$ cat config.mk
export PLATFORM = sky130hd
export DESIGN_NAME = symbol_frame_assembler_ring
export DESIGN_NICKNAME = d
export VERILOG_FILES = /design/src/hw/rtl/sfa_pkg.sv /design/src/hw/rtl/sfa_byte_ram.sv /design/src/hw/rtl/sfa_meta_ram.sv /design/src/hw/rtl/symbol_frame_assembler_ring.sv
export SDC_FILE = /design/constraint.sdc
export NUM_CORES = 2
export LEC_CHECK = 0
export BUFFER_PORTS_ARGS = -buffer_cell sky130_fd_sc_hd__buf_2
export CORE_MARGIN = 2
export CORE_UTILIZATION = 50
export DETAILED_ROUTE_END_ITERATION = 7
export PLACE_DENSITY = 0.66
export SYNTH_ARGS = -nofsm -noshare
export SYNTH_HDL_FRONTEND = slang
export SYNTH_SLANG_ARGS = --single-unit
$ cat constraint.sdc
create_clock -name clk -period 27.6 [get_ports clk]
set_input_delay 1.38 -clock clk [delete_from_list [all_inputs] [get_ports clk]]
set_output_delay 1.38 -clock clk [all_outputs]
set_load 0.01 [all_outputs]
$ cat src/hw/rtl/sfa_pkg.sv
`timescale 1ns / 1ps
// ----------------------------------------------------------------------------
// sfa_pkg
// Shared codes for the symbol frame assembler: item modes, result status,
// buffer states and the symbol alphabet.
// ----------------------------------------------------------------------------
package sfa_pkg;

    typedef enum logic [1:0] {
        MODE_START  = 2'd0,
        MODE_ADD    = 2'd1,
        MODE_READ   = 2'd2,
        MODE_FINISH = 2'd3
    } mode_t;

    typedef enum logic [1:0] {
        FS_IDLE      = 2'd0,
        FS_RECEIVING = 2'd1,
        FS_ENDED     = 2'd2,
        FS_FULL      = 2'd3
    } frame_state_t;

    localparam logic [1:0] STAT_ACCEPTED  = 2'd0;
    localparam logic [1:0] STAT_REJECTED  = 2'd1;
    localparam logic [1:0] STAT_DONE      = 2'd2;
    localparam logic [1:0] STAT_NO_BUFFER = 2'd3;

    localparam logic [7:0] SYM_ONE  = 8'h54;
    localparam logic [7:0] SYM_ZERO = 8'h46;
    localparam logic [7:0] SYM_SYNC = 8'h53;
    localparam logic [7:0] SYM_MARK = 8'h4D;

endpackage

$ cat src/hw/rtl/sfa_byte_ram.sv
`timescale 1ns / 1ps
// ----------------------------------------------------------------------------
// sfa_byte_ram
// Frame byte store: one write port and one read port, registered read data.
// ----------------------------------------------------------------------------
module sfa_byte_ram #(
    parameter int DEPTH = 256,
    parameter int AW    = 8
) (
    input  logic          clk,
    input  logic          we,
    input  logic [AW-1:0] waddr,
    input  logic [7:0]    wdata,
    input  logic          re,
    input  logic [AW-1:0] raddr,
    output logic [7:0]    rdata
);

    logic [7:0] mem_reg [DEPTH];
    logic [7:0] rdata_reg;

    always_ff @(posedge clk)
    begin
        if (we)
        begin
            mem_reg[waddr] <= wdata;
        end
        if (re)
        begin
            rdata_reg <= mem_reg[raddr];
        end
    end

    assign rdata = rdata_reg;

endmodule

$ cat src/hw/rtl/sfa_meta_ram.sv
`timescale 1ns / 1ps
// ----------------------------------------------------------------------------
// sfa_meta_ram
// Per-buffer descriptor store: one write port, two read ports with
// registered data. Entries never written since reset read as zero.
// ----------------------------------------------------------------------------
module sfa_meta_ram #(
    parameter int DEPTH = 4,
    parameter int AW    = 2,
    parameter int WIDTH = 32
) (
    input  logic             clk,
    input  logic             rst_n,
    input  logic             we,
    input  logic [AW-1:0]    waddr,
    input  logic [WIDTH-1:0] wdata,
    input  logic             re_a,
    input  logic [AW-1:0]    raddr_a,
    output logic [WIDTH-1:0] rdata_a,
    input  logic             re_b,
    input  logic [AW-1:0]    raddr_b,
    output logic [WIDTH-1:0] rdata_b
);

    logic [WIDTH-1:0] mem_reg [DEPTH];
    logic [DEPTH-1:0] vld_reg;
    logic [WIDTH-1:0] rdata_a_reg;
    logic [WIDTH-1:0] rdata_b_reg;

    always_ff @(posedge clk or negedge rst_n)
    begin
        if (!rst_n)
        begin
            vld_reg <= '0;
        end
        else if (we)
        begin
            vld_reg[waddr] <= 1'b1;
        end
    end

    always_ff @(posedge clk)
    begin
        if (we)
        begin
            mem_reg[waddr] <= wdata;
        end
        if (re_a)
        begin
            rdata_a_reg <= vld_reg[raddr_a] ? mem_reg[raddr_a] : '0;
        end
        if (re_b)
        begin
            rdata_b_reg <= vld_reg[raddr_b] ? mem_reg[raddr_b] : '0;
        end
    end

    assign rdata_a = rdata_a_reg;
    assign rdata_b = rdata_b_reg;

endmodule

$ cat src/hw/rtl/symbol_frame_assembler_ring.sv
`timescale 1ns / 1ps
// ----------------------------------------------------------------------------
// symbol_frame_assembler_ring
// Ring of frame buffers that packs decoded radio symbols into frames.
// ----------------------------------------------------------------------------
// The input channel (in_valid/in_ready) carries mode, symbol and byte_index.
// Mode start opens the next buffer of the ring, add stores one symbol in the
// buffer at the write pointer, read returns a byte of the buffer at the read
// pointer and finish releases that buffer. Every item gives exactly one
// result on the output channel (out_valid/out_ready): a status for the item
// plus a byte and the descriptor of the read-pointer buffer.
// From transfer to result register an item goes through these steps: a descriptor
// read, a byte read for the bit insert, the write-back together with the
// result byte read, then the result load. The byte read-modify-write through
// the single-port-write byte memory sets these steps; a new item is taken
// only after the result of the last one has been loaded.
// Reset clears the pointers, the frame counter and the descriptor valid
// bits, so all buffers read as idle at once; no memory clearing pass runs.
// When the receiver stalls, the result stays in the output register and one
// further item completes into it only after it is taken.
// ----------------------------------------------------------------------------
module symbol_frame_assembler_ring #(
    parameter int BUFFERS      = 4,
    parameter int FRAME_BYTES  = 64,
    parameter int SYMBOL_LIMIT = 320
) (
    input  logic        clk,
    input  logic        rst_n,
    input  logic        in_valid,
    output logic        in_ready,
    input  logic [1:0]  mode,
    input  logic [7:0]  symbol,
    input  logic [5:0]  byte_index,
    output logic        out_valid,
    input  logic        out_ready,
    output logic [1:0]  status,
    output logic [7:0]  read_byte,
    output logic [9:0]  bit_count,
    output logic        has_error,
    output logic [9:0]  first_error_bit,
    output logic [1:0]  frame_state,
    output logic [15:0] frames_received
);

    localparam int PTR_W   = $clog2(BUFFERS);
    localparam int BIT_MAX = FRAME_BYTES * 8;
    localparam int BC_W    = $clog2(BIT_MAX + 1);
    localparam int SC_W    = $clog2(SYMBOL_LIMIT + 2);
    localparam int AW      = $clog2(BUFFERS * FRAME_BYTES);
    localparam int CMPW    = (BC_W - 3 > 6) ? BC_W - 3 : 6;

    typedef struct packed {
        sfa_pkg::frame_state_t st;
        logic                  ev;
        logic [BC_W-1:0]       ep;
        logic [SC_W-1:0]       sc;
        logic [BC_W-1:0]       bc;
    } meta_t;

    localparam int META_W = $bits(meta_t);

    typedef enum logic [3:0] {
        S_IDLE   = 4'b0001,
        S_FETCH  = 4'b0010,
        S_UPDATE = 4'b0100,
        S_RESULT = 4'b1000
    } fsm_t;

    fsm_t                  state_reg, state_next;
    logic [PTR_W-1:0]      wp_reg, wp_next;
    logic [PTR_W-1:0]      rp_reg, rp_next;
    logic [15:0]           frames_reg;
    sfa_pkg::mode_t        mode_reg;
    logic [7:0]            sym_reg;
    logic [5:0]            idx_reg;
    logic [PTR_W-1:0]      tgt_reg, tgt_next;
    meta_t                 meta_new_reg;
    logic                  meta_we_reg;
    logic [1:0]            status_reg;
    logic                  bwe_reg;
    logic                  bit_one_reg;
    logic [2:0]            bpos_reg;
    logic [AW-1:0]         baddr_reg;
    logic                  fwd_hit_reg;
    logic [7:0]            fwd_byte_reg;

    logic                  out_valid_reg;
    logic [1:0]            status_out_reg;
    logic [7:0]            byte_out_reg;
    logic [9:0]            bc_out_reg;
    logic                  err_out_reg;
    logic [9:0]            ep_out_reg;
    logic [1:0]            fs_out_reg;
    logic [15:0]           frames_out_reg;

    logic                  acc;
    sfa_pkg::mode_t        mode_in;
    logic [PTR_W-1:0]      wp_inc, rp_inc;
    logic [META_W-1:0]     rdata_a, rdata_b;
    logic [7:0]            byte_rdata;
    meta_t                 meta_a;
    meta_t                 meta_upd;
    logic                  upd_we, upd_bwe, upd_inc;
    logic [1:0]            upd_status;
    logic [AW-1:0]         upd_baddr;
    logic                  bram_we, bram_re;
    logic [AW-1:0]         bram_raddr, oaddr;
    logic [7:0]            new_byte;
    logic                  load;
    meta_t                 meta_o;
    logic [7:0]            byte_src, byte_o;
    logic [CMPW-1:0]       hi_byte, ix_byte;

    assign acc      = in_valid && in_ready;
    assign in_ready = (state_reg == S_IDLE);
    assign mode_in  = sfa_pkg::mode_t'(mode);

    assign wp_inc = (wp_reg == PTR_W'(BUFFERS - 1)) ? '0 : wp_reg + 1'b1;
    assign rp_inc = (rp_reg == PTR_W'(BUFFERS - 1)) ? '0 : rp_reg + 1'b1;

    // pointer update and target buffer at transfer
    always_comb
    begin
        wp_next  = wp_reg;
        rp_next  = rp_reg;
        tgt_next = wp_reg;
        if (acc)
        begin
            if (mode_in == sfa_pkg::MODE_START)
            begin
                wp_next  = wp_inc;
                tgt_next = wp_inc;
            end
            if (mode_in == sfa_pkg::MODE_FINISH)
            begin
                rp_next  = rp_inc;
                tgt_next = rp_reg;
            end
        end
    end

    sfa_meta_ram #(
        .DEPTH (BUFFERS),
        .AW    (PTR_W),
        .WIDTH (META_W)
    ) u_meta_ram (
        .clk     (clk),
        .rst_n   (rst_n),
        .we      (state_reg == S_UPDATE && meta_we_reg),
        .waddr   (tgt_reg),
        .wdata   (META_W'(meta_new_reg)),
        .re_a    (acc),
        .raddr_a (tgt_next),
        .rdata_a (rdata_a),
        .re_b    (acc),
        .raddr_b (rp_next),
        .rdata_b (rdata_b)
    );

    assign meta_a = meta_t'(rdata_a);

    // descriptor update for the item
    always_comb
    begin
        meta_upd   = meta_a;
        upd_we     = 1'b0;
        upd_bwe    = 1'b0;
        upd_inc    = 1'b0;
        upd_status = sfa_pkg::STAT_ACCEPTED;
        upd_baddr  = AW'(tgt_reg) * AW'(FRAME_BYTES) + AW'(meta_a.bc >> 3);
        unique case (mode_reg)
            sfa_pkg::MODE_START:
            begin
                if (meta_a.st == sfa_pkg::FS_IDLE)
                begin
                    meta_upd    = '0;
                    meta_upd.st = sfa_pkg::FS_RECEIVING;
                    meta_upd.sc = SC_W'(1);
                    upd_we      = 1'b1;
                end
                else
                begin
                    upd_status = sfa_pkg::STAT_NO_BUFFER;
                end
            end
            sfa_pkg::MODE_ADD:
            begin
                if (meta_a.st != sfa_pkg::FS_RECEIVING)
                begin
                    upd_status = sfa_pkg::STAT_REJECTED;
                end
                else
                begin
                    upd_we      = 1'b1;
                    meta_upd.sc = meta_a.sc + 1'b1;
                    if (sym_reg == sfa_pkg::SYM_ONE || sym_reg == sfa_pkg::SYM_ZERO)
                    begin
                        if (meta_a.bc < BC_W'(BIT_MAX))
                        begin
                            upd_bwe     = 1'b1;
                            meta_upd.bc = meta_a.bc + 1'b1;
                        end
                    end
                    else if (sym_reg == sfa_pkg::SYM_SYNC)
                    begin
                        meta_upd.st = sfa_pkg::FS_ENDED;
                    end
                    else if (sym_reg != sfa_pkg::SYM_MARK && !meta_a.ev)
                    begin
                        meta_upd.ev = 1'b1;
                        meta_upd.ep = meta_a.bc;
                    end
                    if (meta_upd.sc > SC_W'(SYMBOL_LIMIT))
                    begin
                        meta_upd.st = sfa_pkg::FS_FULL;
                    end
                    if (meta_upd.bc >= BC_W'(BIT_MAX))
                    begin
                        meta_upd.st = sfa_pkg::FS_FULL;
                    end
                    if (meta_upd.st != sfa_pkg::FS_RECEIVING)
                    begin
                        upd_inc    = 1'b1;
                        upd_status = sfa_pkg::STAT_DONE;
                    end
                end
            end
            sfa_pkg::MODE_READ:
            begin
                upd_status = sfa_pkg::STAT_ACCEPTED;
            end
            sfa_pkg::MODE_FINISH:
            begin
                meta_upd = '0;
                upd_we   = 1'b1;
            end
            default:
            begin
                upd_status = sfa_pkg::STAT_ACCEPTED;
            end
        endcase
    end

    // bit insert: keep earlier bits of the byte, drop stale later ones
    assign new_byte = (byte_rdata & ~(8'hFF >> bpos_reg))
                    | (bit_one_reg ? (8'h80 >> bpos_reg) : 8'h00);

    assign oaddr      = AW'(rp_reg) * AW'(FRAME_BYTES) + AW'(idx_reg);
    assign bram_we    = (state_reg == S_UPDATE) && bwe_reg;
    assign bram_re    = ((state_reg == S_FETCH) && upd_bwe) || (state_reg == S_UPDATE);
    assign bram_raddr = (state_reg == S_FETCH) ? upd_baddr : oaddr;

    sfa_byte_ram #(
        .DEPTH (BUFFERS * FRAME_BYTES),
        .AW    (AW)
    ) u_byte_ram (
        .clk   (clk),
        .we    (bram_we),
        .waddr (baddr_reg),
        .wdata (new_byte),
        .re    (bram_re),
        .raddr (bram_raddr),
        .rdata (byte_rdata)
    );

    // result view of the read-pointer buffer, with write-back forwarding
    assign meta_o   = (meta_we_reg && tgt_reg == rp_reg) ? meta_new_reg : meta_t'(rdata_b);
    assign byte_src = fwd_hit_reg ? fwd_byte_reg : byte_rdata;
    assign hi_byte  = CMPW'(meta_o.bc >> 3);
    assign ix_byte  = CMPW'(idx_reg);

    always_comb
    begin
        byte_o = 8'h00;
        if (hi_byte > ix_byte)
        begin
            byte_o = byte_src;
        end
        else if (hi_byte == ix_byte && meta_o.bc[2:0] != 3'd0)
        begin
            byte_o = byte_src & ~(8'hFF >> meta_o.bc[2:0]);
        end
    end

    assign load = !out_valid_reg || out_ready;

    always_comb
    begin
        state_next = state_reg;
        unique case (state_reg)
            S_IDLE:
            begin
                if (acc)
                begin
                    state_next = S_FETCH;
                end
            end
            S_FETCH:
            begin
                state_next = S_UPDATE;
            end
            S_UPDATE:
            begin
                state_next = S_RESULT;
            end
            S_RESULT:
            begin
                if (load)
                begin
                    state_next = S_IDLE;
                end
            end
            default:
            begin
                state_next = S_IDLE;
            end
        endcase
    end

    always_ff @(posedge clk or negedge rst_n)
    begin
        if (!rst_n)
        begin
            state_reg     <= S_IDLE;
            wp_reg        <= '0;
            rp_reg        <= '0;
            frames_reg    <= '0;
            meta_we_reg   <= 1'b0;
            bwe_reg       <= 1'b0;
            fwd_hit_reg   <= 1'b0;
            out_valid_reg <= 1'b0;
        end
        else
        begin
            state_reg <= state_next;
            wp_reg    <= wp_next;
            rp_reg    <= rp_next;
            if (acc)
            begin
                meta_we_reg <= 1'b0;
                bwe_reg     <= 1'b0;
            end
            if (state_reg == S_FETCH)
            begin
                meta_we_reg <= upd_we;
                bwe_reg     <= upd_bwe;
                if (upd_inc)
                begin
                    frames_reg <= frames_reg + 16'd1;
                end
            end
            if (state_reg == S_UPDATE)
            begin
                fwd_hit_reg <= bwe_reg && (oaddr == baddr_reg);
            end
            if (state_reg == S_RESULT && load)
            begin
                out_valid_reg <= 1'b1;
            end
            else if (out_ready)
            begin
                out_valid_reg <= 1'b0;
            end
        end
    end

    always_ff @(posedge clk)
    begin
        if (acc)
        begin
            mode_reg <= mode_in;
            sym_reg  <= symbol;
            idx_reg  <= byte_index;
            tgt_reg  <= tgt_next;
        end
        if (state_reg == S_FETCH)
        begin
            meta_new_reg <= meta_upd;
            status_reg   <= upd_status;
            bit_one_reg  <= (sym_reg == sfa_pkg::SYM_ONE);
            bpos_reg     <= meta_a.bc[2:0];
            baddr_reg    <= upd_baddr;
        end
        if (state_reg == S_UPDATE)
        begin
            fwd_byte_reg <= new_byte;
        end
        if (state_reg == S_RESULT && load)
        begin
            status_out_reg <= status_reg;
            byte_out_reg   <= byte_o;
            bc_out_reg     <= 10'(meta_o.bc);
            err_out_reg    <= meta_o.ev;
            ep_out_reg     <= meta_o.ev ? 10'(meta_o.ep) : 10'd0;
            fs_out_reg     <= meta_o.st;
            frames_out_reg <= frames_reg;
        end
    end

    assign out_valid       = out_valid_reg;
    assign status          = status_out_reg;
    assign read_byte       = byte_out_reg;
    assign bit_count       = bc_out_reg;
    assign has_error       = err_out_reg;
    assign first_error_bit = ep_out_reg;
    assign frame_state     = fs_out_reg;
    assign frames_received = frames_out_reg;

endmodule

# Yosys cells after proc, flatten, opt, wreduce, memory -nomap -nowiden
# Memory sizes are Yosys's and may differ from the RTL's. A register that Yosys moved wholly into a read port is not among the register bits.
# Cells that the tools add are included.
[word_totals] latch_bits=0 reg_bits=153 wordCells=161 memories=2 rom_bits=0 mem_bits_rw=2176
[classes] shifts=3 mul=0 n_eq_ne=20 n_reduce_logical=25 order_cmp=8 n_mux=60 add_sub_neg=7 div_mod_pow=0 bitwise_logic=6
[mem_list] name="u_byte_ram.mem_reg" words=256 word_bits=8 rd=1 rd_clocked_by_memory_dff=1 wr=1 line="sfa_byte_ram.sv:19" text="logic [7:0] mem_reg [DEPTH];"
[mem_list] name="u_meta_ram.mem_reg" words=4 word_bits=32 rd=2 rd_clocked_by_memory_dff=2 wr=1 line="sfa_meta_ram.sv:25" text="logic [WIDTH-1:0] mem_reg [DEPTH];"
[ops] cell="32-bit two-way mux" n=3
[ops] cell="32-bit case mux with 3 select lines" n=1
[ops] cell="10-bit two-way mux" n=4
[ops] cell="8-bit two-way mux" n=5
[ops] cell="2-bit two-way mux" n=15
[ops] cell="8-bit by 7-bit equality test with 1-bit output (second input constant)" n=3
[ops] cell="8-bit by 3-bit right shift with 8-bit output (first input constant)" n=3
[ops] cell="11-bit two-way mux" n=2
[ops] cell="1-bit two-way mux" n=21
[ops] cell="16-bit by 1-bit adder with 16-bit output (second input constant)" n=1
[ops] cell="8-bit AND" n=2
[ops] cell="8-bit NOT" n=2
[ops] cell="4-bit case mux with 4 select lines" n=1
[ops] cell="13-bit two-way mux" n=1
[ops] cell="10-bit by 1-bit adder with 10-bit output (second input constant)" n=1
[ops] cell="10-bit >= comparator (second input constant)" n=1
[ops] cell="1-bit logical AND" n=10
[ops] cell="10-bit less-than comparator (second input constant)" n=1
[ops] cell="9-bit by 1-bit adder with 9-bit output (second input constant)" n=1
[ops] cell="9-bit greater-than comparator (second input constant)" n=1
[ops] cell="2-bit by 3-bit less-than comparator with 1-bit output (second input constant)" n=3
[ops] cell="8-bit by 6-bit adder with 8-bit output" n=1
[ops] cell="8-bit by 7-bit adder with 8-bit output" n=1
[ops] cell="2-bit equality test (second input constant)" n=4
[ops] cell="27 further kinds" n=41

# Logic depth before layout (Yosys ltp)
[logic_depth] depth_word=14 depth_mapped=14 depth_no_buf=12

# By module
# Synthesis repeated with hierarchy kept, for this count alone.
[unflattened] cells_unflattened=4671 hier_area_um2=94942.3
[modules_own_cells] mod="sfa_byte_ram" instances=1 seq_area_each_um2=61739.2 cells_per_inst=3733 area_each_um2=79636.4
[modules_own_cells] mod="sfa_meta_ram" instances=1 seq_area_each_um2=5865.6 cells_per_inst=357 area_each_um2=8189.1
[modules_own_cells] mod="symbol_frame_assembler_ring" instances=1 seq_area_each_um2=4335.4 cells_per_inst=581 area_each_um2=7116.8

# Worst setup path before layout
# No wires, ideal clock.
[synth_path] kind="register to register" start="register bpos_reg[1]" end="register fwd_byte_reg[3], data pin" stages_incl_launch_ff=4 slack_ps=14344 path_buffers=1 setup_ps=2283 t_arrival_ps=10974 path_cell_list="edfxtp_1 > clkbuf_1 > o21ai_0 > a21boi_0"
[synth_via] elab_chain_cells=4
[synth_rtl] element="start: declaration" line="symbol_frame_assembler_ring.sv:82" text="logic [2:0] bpos_reg;"
[synth_rtl] element="start signal: assignment" line="symbol_frame_assembler_ring.sv:381" text="bpos_reg <= meta_a.bc[2:0];"
[synth_rtl] element="8-bit by 3-bit right shift with 8-bit output" line="symbol_frame_assembler_ring.sv:245" text="assign new_byte = (byte_rdata & ~(8'hFF >> bpos_reg))"
[synth_rtl] element="8-bit NOT" line="symbol_frame_assembler_ring.sv:245"
[synth_rtl] element="8-bit AND" line="symbol_frame_assembler_ring.sv:245"
[synth_rtl] element="8-bit bitwise OR *" line="symbol_frame_assembler_ring.sv:246" text="| (bit_one_reg ? (8'h80 >> bpos_reg) : 8'h00);"
[synth_rtl] element="named net new_byte[3]" line="symbol_frame_assembler_ring.sv:108" text="logic [7:0] new_byte;"
[synth_rtl] element="end signal: assignment" line="symbol_frame_assembler_ring.sv:386" text="fwd_byte_reg <= new_byte;"
[synth_rtl] element="end: declaration" line="symbol_frame_assembler_ring.sv:85" text="logic [7:0] fwd_byte_reg;"
# Mark *: on every way through the listed nets, which the timed path passes. The rest lies on a longest branch.
# A chain may end at the register's enable or synchronous reset.

# Final worst setup path
[layout_path] start="register state_reg[3]" end="register u_byte_ram.rdata_reg[1] (netlist: u_byte_ram.rdata[1]) (read register of u_byte_ram.mem_reg), data pin"
[layout_via] elab_chain_cells=3
[layout_rtl] element="start: declaration" line="symbol_frame_assembler_ring.sv:69" text="fsm_t state_reg, state_next;"
[layout_rtl] element="start signal: assignment" line="symbol_frame_assembler_ring.sv:335" text="state_reg <= state_next;"
[layout_rtl] element="4-bit by 2-bit equality test with 1-bit output" line="symbol_frame_assembler_ring.sv:250, symbol_frame_assembler_ring.sv:251"
[layout_rtl] element="1-bit logical AND" line="symbol_frame_assembler_ring.sv:250" text="assign bram_re = ((state_reg == S_FETCH) && upd_bwe) || (state_reg == S_UPDATE);"
[layout_rtl] element="1-bit logical OR" line="symbol_frame_assembler_ring.sv:250"
[layout_rtl] element="end: declaration" line="sfa_byte_ram.sv:20" text="logic [7:0] rdata_reg;"
# Several ways; a longest one is shown, not always the timed one.

==> flow_metrics.tcl <==
set metrics [dict create \
    status "completed" \
    power.net_switching_w 0.00278 \
    grt_pass1_wl_mm 361 \
    synth_cells 6515 \
    synth_edf_count 2360 \
    drt_iter0_drc 7111 \
    largest_register_ffs 2048 \
    cts.repair.resized 0 \
    drt-total-wl_mm 244 \
    drc_violations 0 \
    finalSetupTns_ns 0 \
    timing.rr.start "state_reg[3]" \
    cts_hold_repair.buffers 0 \
    dominantRegCellSynth "edfxtp_1" \
    timing_max_transition_violations_final 0 \
    number_of_warning_messages_in_the_yosys_log 0 \
    pin_count_of_the_biggest_net_entering_global_routing 204 \
    finalHoldViolCount 0 \
    netlist_area_mm2 0.0953 \
    detail_route.first_pass.iterations 8 \
    pwr-share-clk_pct 33.2 \
    ys_seq_elements 2392 \
    sw_frac_of_total_pct 30.4 \
    clock_tree.buffer_depth 3 \
    fp-row-count 160 \
    initial_antenna_violation_count 8 \
    synth-async-reset-ratio_pct 1.34 \
    source_of_the_worst_hold_timing_path "status_reg[0]" \
    max_slew_margin_pct 19.8 \
    layout.cells.most_common_list "edfxtp_1, nand2_1, a31oi_1" \
    postSynthNetCount 6548 \
    r2r_setup_slack_ns 21.13 \
    hold_class "reg2reg" \
    hpwlAfterDp_mm 138 \
    clock_tree_from_tritoncts "done" \
    initial_utilization_pct 50.2 \
    num_vias 57000 \
    cts_buffers 230 \
    power.share.sequential_pct 45.9 \
    synth_area_per_cell_um2 14.6 \
    vias_per_cell 6.21 \
    gr-usage-all-layers_pct 24.9 \
    clock_sinks 2392 \
    critical_path_peak_fanout 147 \
    layout_commonest_cell "edfxtp_1" \
    p_leak_nw 34.6 \
    total_gr_overflow 0 \
    whs_path_depth 0 \
    worst_hold_path.endpoint "status[0]" \
    floorplan.io_pins 71 \
    final_net_count 6513 \
    detailedPlace.worstSlack_ns 21.21 \
    r2r_cells 13 \
    worst_endpoint_data_arrival_time_ns 7.09 \
    clock-root-buffer "clkbuf_16" \
    final.min_clock_period_ns 6.47 \
    kind_of_start_point_of_the_critical_path "flip-flop" \
    die_area_mm2 0.194 \
    htreeDepth 4 \
    max_freq_mhz 154 \
    fillers 14800 \
    syn2layout_area_growth_pct 9.85 \
    post_cts_buffers 0 \
    worstSetupPathType "reg2reg" \
    worst-slew-pin-transition_ns 1.20 \
    endpoint_kind "flip-flop" \
    ant_nets 0 \
    first_global_vias 54600 \
    timing.final.crit_share_pct 23.5 \
    core-area_mm2 0.190 \
    max-cap-violations 0 \
    crit_required_ns 28.22 \
    p_int_w 0.00636 \
    synth.lib_cells_used.distinct 71 \
    pwr_density_cell_mw_per_mm2 87.3 \
    peakVddDrop_v 0.0000746 \
    die_height_um 440 \
    avg_wl_per_cell_um 26.6 \
    drive_gt1_share_pct 7.97 \
    port_buffer_count 70 \
    clock_insertion_delay_at_the_later_pin_of_the_skew_report_ns 0.88 \
    grt_setup_unrepaired "no" \
    fp.dieW_um 440 \
    setup_viol 0 \
    final.setup.worst_slack_ns 21.13 \
    place_congestion 0.844 \
    clk_pin_slew_worst_paths_ns 0.06 \
    final_skew_ns 0.0499 \
    crit-reg2reg-capture "u_byte_ram.rdata[1]" \
    seq_area_frac_synth_pct 75.2 \
    pwr-share-comb_pct 20.9 \
]
## layer usage
metal	global-route usage, %	part of all wire [%]	wire length, um
met5	0	0.013	31
met4	9.03	3.5	8640
met3	4.62	9.5	23200
met2	38.9	47	114000
met1	35.0	40	98300
## cell type report
class	instances	area [um2]	area share, %
flip-flops and latches	2392	71700	68.5
multi-input cells	3664	21300	20.4
clock buffers	286	5990	5.72
well taps	2511	3140	3.00
repair buffers	168	1220	1.17
clock inverters	129	1190	1.14
inverters	24	96.3	0.0921
diodes	3	7.51	0.00717
## worst max-delay path: stages (launching register included)
cell and delay [ns]:
dfrtp_1 0.40, or4b_1 0.50, buf_4 0.23, mux2i_4 0.21, buf_12 0.57, buf_12 0.56
buf_4 0.80, buf_4 0.75, mux2i_1 0.27, a32o_1 0.15, a31oi_1 0.05, a22oi_1 0.41
a41oi_1 0.33, or4_1 0.58
## worst max-delay path by stage
stage          cells past startpoint  slack (ns)          from             endpoint
3_3_place_gp                      13       21.20  state_reg[3]  u_byte_ram.rdata[6]
6_report                          13       21.13  state_reg[3]  u_byte_ram.rdata[1]
3_5_place_dp                      13       21.21  state_reg[3]  u_byte_ram.rdata[1]
5_1_grt                           13       20.93  state_reg[3]  u_byte_ram.rdata[1]
4_1_cts                           13       21.19  state_reg[3]  u_byte_ram.rdata[1]
2_1_floorplan                      3       14.34   bpos_reg[1]      fwd_byte_reg[3]
## power groups by stage
stage,Combinational (W),Clock [W],Sequential [W]
2_1_floorplan,0.00131,0,0.00428
3_3_place_gp,0.00186,0,0.00427
3_5_place_dp,0.00189,0,0.00427
4_1_cts,0.00189,0.00306,0.00420
5_1_grt,0.00203,0.00320,0.00420
6_report,0.00191,0.00303,0.00420
## synth_stat cells, types with 19 or more instances
master       n  area (um2)
a31oi_1    516        3230
nor3_1      19        95.1
xnor2_1     23         201
a21oi_1     21         105
buf_6       52         586
nand2_1   1602        6010
a211oi_1   111         833
dfrtp_1     31         776
clkbuf_1   133         499
nand3_1     31         155
mux2i_1    337        3370
a41oi_1     32         280
nor2b_1     70         438
buf_4       47         353
a32o_1     257        2570
edfxtp_1  2360       70900
a22oi_1    128         961
inv_1       23        86.3
buf_2      177         886
nor2_1     305        1140
o21ai_0     35         175
buf_1       24        90.1
## per-stage QoR
stage	hold slack, ns	cells	utilization [%]	total power (W)	area, um2
after floorplan	0.400	6515	-	0.00559	95300
after global placement	0.451	8759	51.4	0.00613	97500
after detailed placement	0.441	8759	51.4	0.00616	97500
after CTS	0.454	9174	55.1	0.00915	105000
after global routing	0.456	9175	55.1	0.00944	105000
final	0.442	9177	55.1	0.00914	105000
## kinds of logic after synthesis
family | synth area share [%]
adders and majority gates | 0.171
AOI/OAI and AO/OA | 9.08
xor gates and xnor gates | 0.285
and+or+nand+nor | 8.84
buffers and inverters | 2.66
DFF | 75.2
muxes | 3.74
No activity file was read; power rests on OpenSTA's default activity.
